### src/rtl/dkp_pkg.sv
`default_nettype none
// ----------------------------------------------------------------------------
// dkp_pkg - shared types and codes for the dual-key pin lookup table
// Request and status codes, field widths, the stored entry layout and the
// command/status bundles between the controller and the datapath.
// ----------------------------------------------------------------------------
package dkp_pkg;

    localparam int REQ_W  = 2;
    localparam int KEY_W  = 32;
    localparam int GPIO_W = 10;
    localparam int STAT_W = 3;

    // request codes
    localparam logic [REQ_W-1:0] REQ_INSERT = 2'd0;
    localparam logic [REQ_W-1:0] REQ_NET    = 2'd1;
    localparam logic [REQ_W-1:0] REQ_BALL   = 2'd2;

    // status codes
    localparam logic [STAT_W-1:0] ST_INSERTED  = 3'd0;
    localparam logic [STAT_W-1:0] ST_FOUND     = 3'd1;
    localparam logic [STAT_W-1:0] ST_DUPLICATE = 3'd2;
    localparam logic [STAT_W-1:0] ST_NOT_FOUND = 3'd3;
    localparam logic [STAT_W-1:0] ST_FULL      = 3'd4;

    typedef struct packed {
        logic [KEY_W-1:0]  net_key;
        logic [KEY_W-1:0]  ball_key;
        logic [GPIO_W-1:0] gpio;
    } dkp_entry_t;

    typedef struct packed {
        logic start;   // load request word, clear scan state
        logic step;    // read next entry
        logic finish;  // load result, commit insert
    } dkp_cmd_t;

    typedef struct packed {
        logic empty;   // no entries filled
        logic last;    // current read is the last filled entry
    } dkp_sts_t;

endpackage
`default_nettype wire

### src/rtl/dkp_req_if.sv
`default_nettype none
// ----------------------------------------------------------------------------
// dkp_req_if - request channel
// Valid/ready channel carrying one request word.
// ----------------------------------------------------------------------------
interface dkp_req_if
    import dkp_pkg::*;
();
    logic              valid;
    logic              ready;
    logic [REQ_W-1:0]  req_type;
    logic [KEY_W-1:0]  net_key;
    logic [KEY_W-1:0]  ball_key;
    logic [GPIO_W-1:0] gpio_in;

    modport source (output valid, req_type, net_key, ball_key, gpio_in, input ready);
    modport sink   (input valid, req_type, net_key, ball_key, gpio_in, output ready);
endinterface
`default_nettype wire

### src/rtl/dkp_rsp_if.sv
`default_nettype none
// ----------------------------------------------------------------------------
// dkp_rsp_if - response channel
// Valid/ready channel carrying one result word.
// ----------------------------------------------------------------------------
interface dkp_rsp_if
    import dkp_pkg::*;
();
    logic              valid;
    logic              ready;
    logic [STAT_W-1:0] status;
    logic [GPIO_W-1:0] gpio_out;

    modport source (output valid, status, gpio_out, input ready);
    modport sink   (input valid, status, gpio_out, output ready);
endinterface
`default_nettype wire

### src/rtl/dkp_ram.sv
`default_nettype none
// ----------------------------------------------------------------------------
// dkp_ram - generic single-port-write, single-port-read RAM
// One write and one registered read per cycle.
// ----------------------------------------------------------------------------
module dkp_ram #(
    parameter int WIDTH = 8,
    parameter int DEPTH = 64
) (
    input  logic                     clk,
    input  logic                     wr_en,
    input  logic [$clog2(DEPTH)-1:0] wr_addr,
    input  logic [WIDTH-1:0]         wr_data,
    input  logic                     rd_en,
    input  logic [$clog2(DEPTH)-1:0] rd_addr,
    output logic [WIDTH-1:0]         rd_data
);
    logic [WIDTH-1:0] mem [DEPTH];
    logic [WIDTH-1:0] rd_data_reg;

    always_ff @(posedge clk)
    begin
        if (wr_en)
        begin
            mem[wr_addr] <= wr_data;
        end
        if (rd_en)
        begin
            rd_data_reg <= mem[rd_addr];
        end
    end

    assign rd_data = rd_data_reg;
endmodule
`default_nettype wire

### src/rtl/dkp_ctrl.sv
`default_nettype none
// ----------------------------------------------------------------------------
// dkp_ctrl - request sequencer
// Accepts a request, walks the filled entries, waits for the last compare
// and hands the result to the output register.
// ----------------------------------------------------------------------------
module dkp_ctrl
    import dkp_pkg::*;
(
    input  logic     clk,
    input  logic     rst_n,
    input  logic     req_valid,
    output logic     req_ready,
    output logic     rsp_valid,
    input  logic     rsp_ready,
    input  dkp_sts_t sts,
    output dkp_cmd_t cmd
);
    localparam logic [1:0] S_IDLE  = 2'd0;
    localparam logic [1:0] S_SCAN  = 2'd1;
    localparam logic [1:0] S_DRAIN = 2'd2;
    localparam logic [1:0] S_DONE  = 2'd3;

    logic [1:0] state_reg, state_next;
    logic       out_valid_reg, out_valid_next;
    logic       out_free;

    assign out_free = !out_valid_reg || rsp_ready;

    always_comb
    begin
        state_next = state_reg;
        cmd        = '0;
        req_ready  = 1'b0;
        unique case (state_reg)
            S_IDLE:
            begin
                req_ready = 1'b1;
                if (req_valid)
                begin
                    cmd.start  = 1'b1;
                    state_next = sts.empty ? S_DONE : S_SCAN;
                end
            end
            S_SCAN:
            begin
                cmd.step = 1'b1;
                if (sts.last)
                begin
                    state_next = S_DRAIN;
                end
            end
            S_DRAIN:
            begin
                // last read word is compared this cycle
                state_next = S_DONE;
            end
            S_DONE:
            begin
                if (out_free)
                begin
                    cmd.finish = 1'b1;
                    state_next = S_IDLE;
                end
            end
        endcase
    end

    always_comb
    begin
        priority if (cmd.finish)
        begin
            out_valid_next = 1'b1;
        end
        else if (rsp_ready)
        begin
            out_valid_next = 1'b0;
        end
        else
        begin
            out_valid_next = out_valid_reg;
        end
    end

    always_ff @(posedge clk or negedge rst_n)
    begin
        if (!rst_n)
        begin
            state_reg     <= S_IDLE;
            out_valid_reg <= 1'b0;
        end
        else
        begin
            state_reg     <= state_next;
            out_valid_reg <= out_valid_next;
        end
    end

    assign rsp_valid = out_valid_reg;
endmodule
`default_nettype wire

### src/rtl/dkp_dp.sv
`default_nettype none
// ----------------------------------------------------------------------------
// dkp_dp - table datapath
// Entry RAM, fill count, scan address, key compare and result register.
// Slots fill in order and are never freed, so slot i is valid iff i < count.
// ----------------------------------------------------------------------------
module dkp_dp
    import dkp_pkg::*;
#(
    parameter int TABLE_ENTRIES = 64
) (
    input  logic              clk,
    input  logic              rst_n,
    input  dkp_cmd_t          cmd,
    output dkp_sts_t          sts,
    input  logic [REQ_W-1:0]  req_type,
    input  logic [KEY_W-1:0]  net_key,
    input  logic [KEY_W-1:0]  ball_key,
    input  logic [GPIO_W-1:0] gpio_in,
    output logic [STAT_W-1:0] status,
    output logic [GPIO_W-1:0] gpio_out
);
    localparam int IDXW  = $clog2(TABLE_ENTRIES);
    localparam int CNTW  = $clog2(TABLE_ENTRIES + 1);
    localparam int ENT_W = $bits(dkp_entry_t);

    // request word
    logic [REQ_W-1:0]  type_reg;
    logic [KEY_W-1:0]  net_reg;
    logic [KEY_W-1:0]  ball_reg;
    logic [GPIO_W-1:0] gpio_reg;

    logic [CNTW-1:0]   count_reg, count_next;
    logic [IDXW-1:0]   idx_reg, idx_next;
    logic              pend_reg, pend_next;
    logic              hit_reg, hit_next;
    logic [GPIO_W-1:0] hit_gpio_reg;
    logic [STAT_W-1:0] status_reg;
    logic [GPIO_W-1:0] gpio_out_reg;

    logic [ENT_W-1:0]  rd_data;
    dkp_entry_t        rd_entry;
    dkp_entry_t        wr_entry;
    logic              key_hit;
    logic              full;
    logic              is_insert;
    logic              ins_ok;
    logic [STAT_W-1:0] res_status;
    logic [GPIO_W-1:0] res_gpio;

    assign rd_entry = dkp_entry_t'(rd_data);
    assign wr_entry = '{net_key: net_reg, ball_key: ball_reg, gpio: gpio_reg};

    dkp_ram #(
        .WIDTH (ENT_W),
        .DEPTH (TABLE_ENTRIES)
    ) u_ram (
        .clk     (clk),
        .wr_en   (cmd.finish && ins_ok),
        .wr_addr (count_reg[IDXW-1:0]),
        .wr_data (wr_entry),
        .rd_en   (cmd.step),
        .rd_addr (idx_reg),
        .rd_data (rd_data)
    );

    assign sts.empty = (count_reg == '0);
    assign sts.last  = ((CNTW'(idx_reg) + CNTW'(1)) == count_reg);

    always_comb
    begin
        unique case (type_reg)
            REQ_INSERT: key_hit = (rd_entry.net_key == net_reg) ||
                                  (rd_entry.ball_key == ball_reg);
            REQ_NET:    key_hit = (rd_entry.net_key == net_reg);
            REQ_BALL:   key_hit = (rd_entry.ball_key == ball_reg);
            default:    key_hit = 1'b0;
        endcase
    end

    assign full      = (count_reg == CNTW'(TABLE_ENTRIES));
    assign is_insert = (type_reg == REQ_INSERT);
    assign ins_ok    = is_insert && !hit_reg && !full;

    // duplicate check wins over table full
    always_comb
    begin
        priority if (is_insert && hit_reg)
        begin
            res_status = ST_DUPLICATE;
        end
        else if (is_insert && full)
        begin
            res_status = ST_FULL;
        end
        else if (is_insert)
        begin
            res_status = ST_INSERTED;
        end
        else if (hit_reg)
        begin
            res_status = ST_FOUND;
        end
        else
        begin
            res_status = ST_NOT_FOUND;
        end
    end

    assign res_gpio = (!is_insert && hit_reg) ? hit_gpio_reg : '0;

    always_comb
    begin
        count_next = count_reg;
        idx_next   = idx_reg;
        hit_next   = hit_reg;
        pend_next  = cmd.step;
        if (cmd.start)
        begin
            idx_next = '0;
            hit_next = 1'b0;
        end
        else if (cmd.step)
        begin
            idx_next = idx_reg + IDXW'(1);
        end
        if (pend_reg && key_hit)
        begin
            hit_next = 1'b1;
        end
        if (cmd.finish && ins_ok)
        begin
            count_next = count_reg + CNTW'(1);
        end
    end

    always_ff @(posedge clk or negedge rst_n)
    begin
        if (!rst_n)
        begin
            count_reg <= '0;
            idx_reg   <= '0;
            pend_reg  <= 1'b0;
            hit_reg   <= 1'b0;
        end
        else
        begin
            count_reg <= count_next;
            idx_reg   <= idx_next;
            pend_reg  <= pend_next;
            hit_reg   <= hit_next;
        end
    end

    always_ff @(posedge clk)
    begin
        if (cmd.start)
        begin
            type_reg <= req_type;
            net_reg  <= net_key;
            ball_reg <= ball_key;
            gpio_reg <= gpio_in;
        end
        // keep the lowest-indexed match
        if (pend_reg && key_hit && !hit_reg)
        begin
            hit_gpio_reg <= rd_entry.gpio;
        end
        if (cmd.finish)
        begin
            status_reg   <= res_status;
            gpio_out_reg <= res_gpio;
        end
    end

    assign status   = status_reg;
    assign gpio_out = gpio_out_reg;
endmodule
`default_nettype wire

### src/rtl/dual_key_pin_lookup_table.sv
`default_nettype none
// ----------------------------------------------------------------------------
// dual_key_pin_lookup_table - pin table keyed by net and by ball
// Insert with duplicate check on both keys, lookup by either key.
//
//   channel  dir  fields
//   req      in   req_type, net_key, ball_key, gpio_in
//   rsp      out  status, gpio_out
//
// After accept, the scan state reads the filled entries one per cycle from the
// entry RAM, the drain state compares the last one and the done state loads the
// result; on an empty table the request goes straight to the done state.
// Reset clears the fill count; the RAM contents need no clearing.
// The result sits in an output register; a new request is taken while it
// waits, and a finished request holds until that register frees up.
// ----------------------------------------------------------------------------
module dual_key_pin_lookup_table
    import dkp_pkg::*;
#(
    parameter int TABLE_ENTRIES = 64
) (
    input  logic      clk,
    input  logic      rst_n,
    dkp_req_if.sink   req,
    dkp_rsp_if.source rsp
);
    dkp_cmd_t cmd;
    dkp_sts_t sts;

    dkp_ctrl u_ctrl (
        .clk       (clk),
        .rst_n     (rst_n),
        .req_valid (req.valid),
        .req_ready (req.ready),
        .rsp_valid (rsp.valid),
        .rsp_ready (rsp.ready),
        .sts       (sts),
        .cmd       (cmd)
    );

    dkp_dp #(
        .TABLE_ENTRIES (TABLE_ENTRIES)
    ) u_dp (
        .clk      (clk),
        .rst_n    (rst_n),
        .cmd      (cmd),
        .sts      (sts),
        .req_type (req.req_type),
        .net_key  (req.net_key),
        .ball_key (req.ball_key),
        .gpio_in  (req.gpio_in),
        .status   (rsp.status),
        .gpio_out (rsp.gpio_out)
    );

    a_busy_after_accept: assert property (@(posedge clk) disable iff (!rst_n)
        cmd.start |=> !req.ready)
        else $error("request channel still ready after accept");

    a_result_loaded: assert property (@(posedge clk) disable iff (!rst_n)
        cmd.finish |=> rsp.valid)
        else $error("finished request did not show a result");

    a_no_scan_empty: assert property (@(posedge clk) disable iff (!rst_n)
        sts.empty |-> !cmd.step)
        else $error("scan issued on an empty table");

    a_cmd_exclusive: assert property (@(posedge clk) disable iff (!rst_n)
        $onehot0({cmd.start, cmd.step, cmd.finish}))
        else $error("overlapping datapath commands");
endmodule
`default_nettype wire
### src/flat_wrapper.sv
// flat-port wrapper written by rule: the top's interface ports become plain ports
module dual_key_pin_lookup_table_flat import dkp_pkg::*;
#(
    parameter int TABLE_ENTRIES = 64
)
  (clk, rst_n, req_valid, req_req_type, req_net_key, req_ball_key, req_gpio_in, req_ready, rsp_valid, rsp_status, rsp_gpio_out, rsp_ready);
  dkp_req_if req_i ();
  dkp_rsp_if rsp_i ();
  input  logic clk;
  input  logic rst_n;
  input wire logic [$bits(req_i.valid)-1:0] req_valid;
  input wire logic [$bits(req_i.req_type)-1:0] req_req_type;
  input wire logic [$bits(req_i.net_key)-1:0] req_net_key;
  input wire logic [$bits(req_i.ball_key)-1:0] req_ball_key;
  input wire logic [$bits(req_i.gpio_in)-1:0] req_gpio_in;
  output wire logic [$bits(req_i.ready)-1:0] req_ready;
  output wire logic [$bits(rsp_i.valid)-1:0] rsp_valid;
  output wire logic [$bits(rsp_i.status)-1:0] rsp_status;
  output wire logic [$bits(rsp_i.gpio_out)-1:0] rsp_gpio_out;
  input wire logic [$bits(rsp_i.ready)-1:0] rsp_ready;
  assign req_i.valid = req_valid;
  assign req_i.req_type = req_req_type;
  assign req_i.net_key = req_net_key;
  assign req_i.ball_key = req_ball_key;
  assign req_i.gpio_in = req_gpio_in;
  assign req_ready = req_i.ready;
  assign rsp_valid = rsp_i.valid;
  assign rsp_status = rsp_i.status;
  assign rsp_gpio_out = rsp_i.gpio_out;
  assign rsp_i.ready = rsp_ready;
  dual_key_pin_lookup_table #(.TABLE_ENTRIES(TABLE_ENTRIES)) u_core (.clk(clk), .rst_n(rst_n), .req(req_i), .rsp(rsp_i));
endmodule
### config.mk
export PLATFORM = sky130hd
export DESIGN_NAME = dual_key_pin_lookup_table_flat
export DESIGN_NICKNAME = d
export VERILOG_FILES = /design/src/rtl/dkp_pkg.sv /design/src/rtl/dkp_req_if.sv /design/src/rtl/dkp_rsp_if.sv /design/src/rtl/dkp_ram.sv /design/src/rtl/dkp_ctrl.sv /design/src/rtl/dkp_dp.sv /design/src/rtl/dual_key_pin_lookup_table.sv /design/src/flat_wrapper.sv
export SDC_FILE = /design/constraint.sdc
export NUM_CORES = 2
export LEC_CHECK = 0
export BUFFER_PORTS_ARGS = -buffer_cell sky130_fd_sc_hd__buf_2
export CORE_MARGIN = 2
export CORE_UTILIZATION = 35
export CTS_BUF_LIST = sky130_fd_sc_hd__clkbuf_8
export CTS_CLUSTER_SIZE = 28
export DETAILED_ROUTE_END_ITERATION = 8
export REMOVE_ABC_BUFFERS = 1
export SYNTH_ARGS = -nofsm -noshare
export SYNTH_HDL_FRONTEND = slang
export SYNTH_MEMORY_MAX_BITS = 65536
export SYNTH_SLANG_ARGS = --single-unit
### constraint.sdc
create_clock -name clk -period 7.6 [get_ports clk]
set_clock_uncertainty 0.15 [all_clocks]
set_input_delay 1.9 -clock clk [delete_from_list [all_inputs] [get_ports clk]]
set_output_delay 1.9 -clock clk [all_outputs]
set_load 0.03 [all_outputs]
==> reports/qor.txt <==
Cell with the most instances on the worst path -> nand3_1
Flip-flop and latch count after synthesis -> 4927
Layout Utilization -> 39.78%
Max Slew Vio Count -> 0
Portion of total power attributed to sequential cells -> 46.6%
Number of buffers inserted by post-CTS setup repair -> 0
Placed standard-cell area -> 198100 um2
Post-detailed-placement half-perimeter wirelength -> 292500 um
Fmax -> 0.2031 GHz
Yosys warnings -> 0
Global placement routability congestion -> 0.8301
Global-route wire length before repair -> 711200 um
Number of endpoints with negative hold slack in the final report -> 0
Clock tree from TritonCTS -> yes
CTS sink cnt -> 4927
Post-route antenna net violation count -> 0
Std cell rows -> 268
DRC violations left -> 0
Class of the tightest hold or removal check -> reg2reg
Average wire per cell in the routed design -> 31.16 um
Synthesis-to-finish area growth -> 13.25%
Slowest CP cell -> nor2_4
Part of the cycle the worst path needs -> 64.78%
Kind of launch point of the worst setup path -> input pin
Largest net degree at the start of global routing -> 119
Worst Setup End Kind -> flop
Final nets -> 8855
Switching power -> 0.02047 W
Via Count -> 90360
Headroom to the max-slew limit -> 6.356%
Slowest Stage Delay on Critical Path -> 1.02 ns
Crit path time final -> 4.924 ns
RSZ-0062 raised after global routing -> false
Tightest Pin Transition -> 1.392 ns
Count of final setup violators -> 0
Cell Chain, Critical Path -> buf_2, nand2b_1, nand3_1, nor2_1, nand3_1, nor2_4, buf_12
Critical path class -> in2reg
Critical path data arrival time -> 5.62 ns
Synth Cell Area -> 187200 um2
H-tree depth -> 6
Antenna violations before repair -> 49
Starting utilization of the core area -> 35.13%
Outcome -> finished, final reports clean
Seq/Total Area, Yosys -> 78.99%
Highest ir drop seen on vdd -> 0.2603 mV
Critical Path Fanout Max -> 55
Cell variety after synth -> 42
CP top delay family -> simple AND/OR/NAND/NOR gates
Required @ worst endpoint -> 8.30 ns
Buffer and inverter count on the worst path -> 2
Detailed Route Iter0 Violations -> 11940
Share of total power in combinational logic -> 23.5%
Placed cell count -> 15020
Count of input and output buffers -> 94
Number of vias per cell after detailed routing -> 5.506
Area of the die -> 540700 um2
I/O pin total -> 95
Number of non-filler instances in the completed layout -> 16410
Clock root buffer master -> clkbuf_8
Clock Power Share -> 29.9%
Overflow left after global routing -> 0
Horizontal die dimension -> 735.3 um
Layout cell share with drive strength beyond 1 -> 27.89%
Router iterations before antenna repair -> 6
Area of the core region -> 532800 um2
Cts-stage hold buffer count -> 0
Total routed wirelength -> 511300 um
Total GRT Usage -> 18.44%
Worst-skew pair later-pin latency -> 1.26 ns
Power per Cell Area -> 323.0 nW/um2
Internal power -> 0.04800 W
Mean instance size in the synthesized netlist -> 23.32 um2
Post-synthesis cell count -> 8027
Die Y -> 735.3 um
Final design area excluding fillers -> 212000 um2
Post-CTS Resized -> 0
Clock buffers created by TritonCTS -> 765
Number of global-route vias before repair -> 91680
Number of violations of the max-capacitance limit -> 0
Maximum clock insertion buffer count -> 4
Number of flip-flops in the largest register -> 4736
Proportion of total power due to net switching -> 29.89%
Worst-path clk slew -> 0.06 ns
Leakage power total -> 65.02 nW
layer usage:
layer  vias up  routed length (um)  track usage, %
li1      35930                   -               -
met1     49070              205500           25.42
met2      4584              244800           29.72
met3       757               47220           3.983
met4         8               13710           5.096
met5         -                  52               0
layout make-up:
| cell class | instances | area [um2] |
|---|---|---|
| Antenna cell | 15 | 37.54 |
| Clock buffer | 778 | 10710 |
| Clock inverter | 595 | 3142 |
| Fill cell | 46420 | 320800 |
| Inverter | 9 | 33.78 |
| Multi-Input combinational cell | 2651 | 37790 |
| Sequential cell | 4927 | 147900 |
| Tap cell | 7020 | 8783 |
| Timing Repair Buffer | 414 | 3598 |
cells in the mapped netlist:
master	count	area share (%)
buf_4	27	0.11
clkbuf_1	218	0.44
xor2_1	54	0.25
a211oi_1	147	0.59
a211o_1	72	0.34
o22ai_1	75	0.25
a22oi_1	2	0.0080
o311ai_0	1	0.0047
a21oi_1	78	0.21
and3_1	11	0.037
o221ai_1	3	0.014
a41oi_1	1	0.0047
edfxtp_1	4909	79
dfrtp_1	18	0.24
nand4b_1	3	0.014
or3_1	4	0.013
mux2_2	2	0.012
nor4_1	12	0.040
buf_6	19	0.11
nor3_1	6	0.016
nand4_1	9	0.030
buf_2	130	0.35
inv_1	9	0.018
a31oi_1	1	0.0033
and2_1	2	0.0067
nor3b_1	2	0.0080
mux2i_1	301	1.6
nand2_1	169	0.34
o21ai_0	6	0.016
nor2_1	85	0.17
o2bb2ai_1	72	0.34
buf_1	46	0.092
nor2b_1	75	0.25
nand2b_1	78	0.26
o211ai_1	145	0.58
ha_1	7	0.047
mux4_2	1184	14
a221oi_1	2	0.0094
o31ai_1	1	0.0040
nand3_1	10	0.027
xnor2_1	28	0.13
or2_2	3	0.010
metrics by stage:
step                      hold WS, ns  TNS (ns)  power, W  setup slack (ns)
after CTS                      0.2754         0   0.06910             2.810
after global placement         0.2605         0   0.04854             1.460
final                          0.2747         0   0.06847             2.676
after detailed placement       0.2624         0   0.04872             1.587
after global routing           0.2858         0   0.07083             2.694
after floorplan                0.2503  -3568.12   0.04295            -43.63
kinds of logic (layout without fill, tap and decap cells):
group	after synthesis	count (layout)	synth area share, %
DFF	4927	4927	78.99
muxes	1487	1487	15.87
AOI/OAI and AO/OA	606	606	2.368
and+or+nand+nor	469	469	1.223
buffers and inverters	449	1796	1.118
xor gates and xnor gates	82	82	0.3837
adders and majority gates	7	7	0.04679
other	0	15	0
power by group through the flow:
stage | Combinational [W] | Clock, W | Sequential, W
finish | 0.0161 | 0.0205 | 0.0319
global placement | 0.0161 | 0 | 0.0324
global route | 0.0169 | 0.0220 | 0.0319
floorplan | 0.00944 | 0 | 0.0335
detailed placement | 0.0163 | 0 | 0.0324
CTS | 0.0163 | 0.0209 | 0.0319
worst paths after layout:
kind	start	endpoint	slack [ns]	depth (start not counted)
setup / recovery	rsp_ready	u_core.u_dp.u_ram.mem[7][31]	2.68	7
hold / removal	u_core.u_dp.u_ram.rd_data[9]	u_core.u_dp.hit_gpio_reg[9]	0.27	0
setup reg to reg	u_core.u_dp.hit_reg	u_core.u_dp.u_ram.mem[7][31]	2.78	6
hold reg to reg	u_core.u_dp.u_ram.rd_data[9]	u_core.u_dp.hit_gpio_reg[9]	0.27	0
max in group asynchronous	rst_n	u_core.u_dp.idx_reg[2]	6.25	1
min in group asynchronous	rst_n	u_core.u_ctrl.rsp_valid	0.51	1
cells in the final DEF, fill, tap and decap left out, drive strengths merged, types with 18 or more instances in the layout:
master,netlist,final
buf,222,414
nor2,85,85
nand2b,78,78
o2bb2ai,72,72
inv,9,272
clkbuf,218,778
o211ai,145,145
xnor2,28,28
a211oi,147,147
edfxtp,4909,4909
mux4,1184,1184
dfrtp,18,18
nand2,169,169
mux2i,301,301
o22ai,75,75
a21oi,78,78
a211o,72,72
xor2,54,54
clkinvlp,0,18
clkinv,0,299
nor2b,75,75
(Power assumes the default switching activity.)
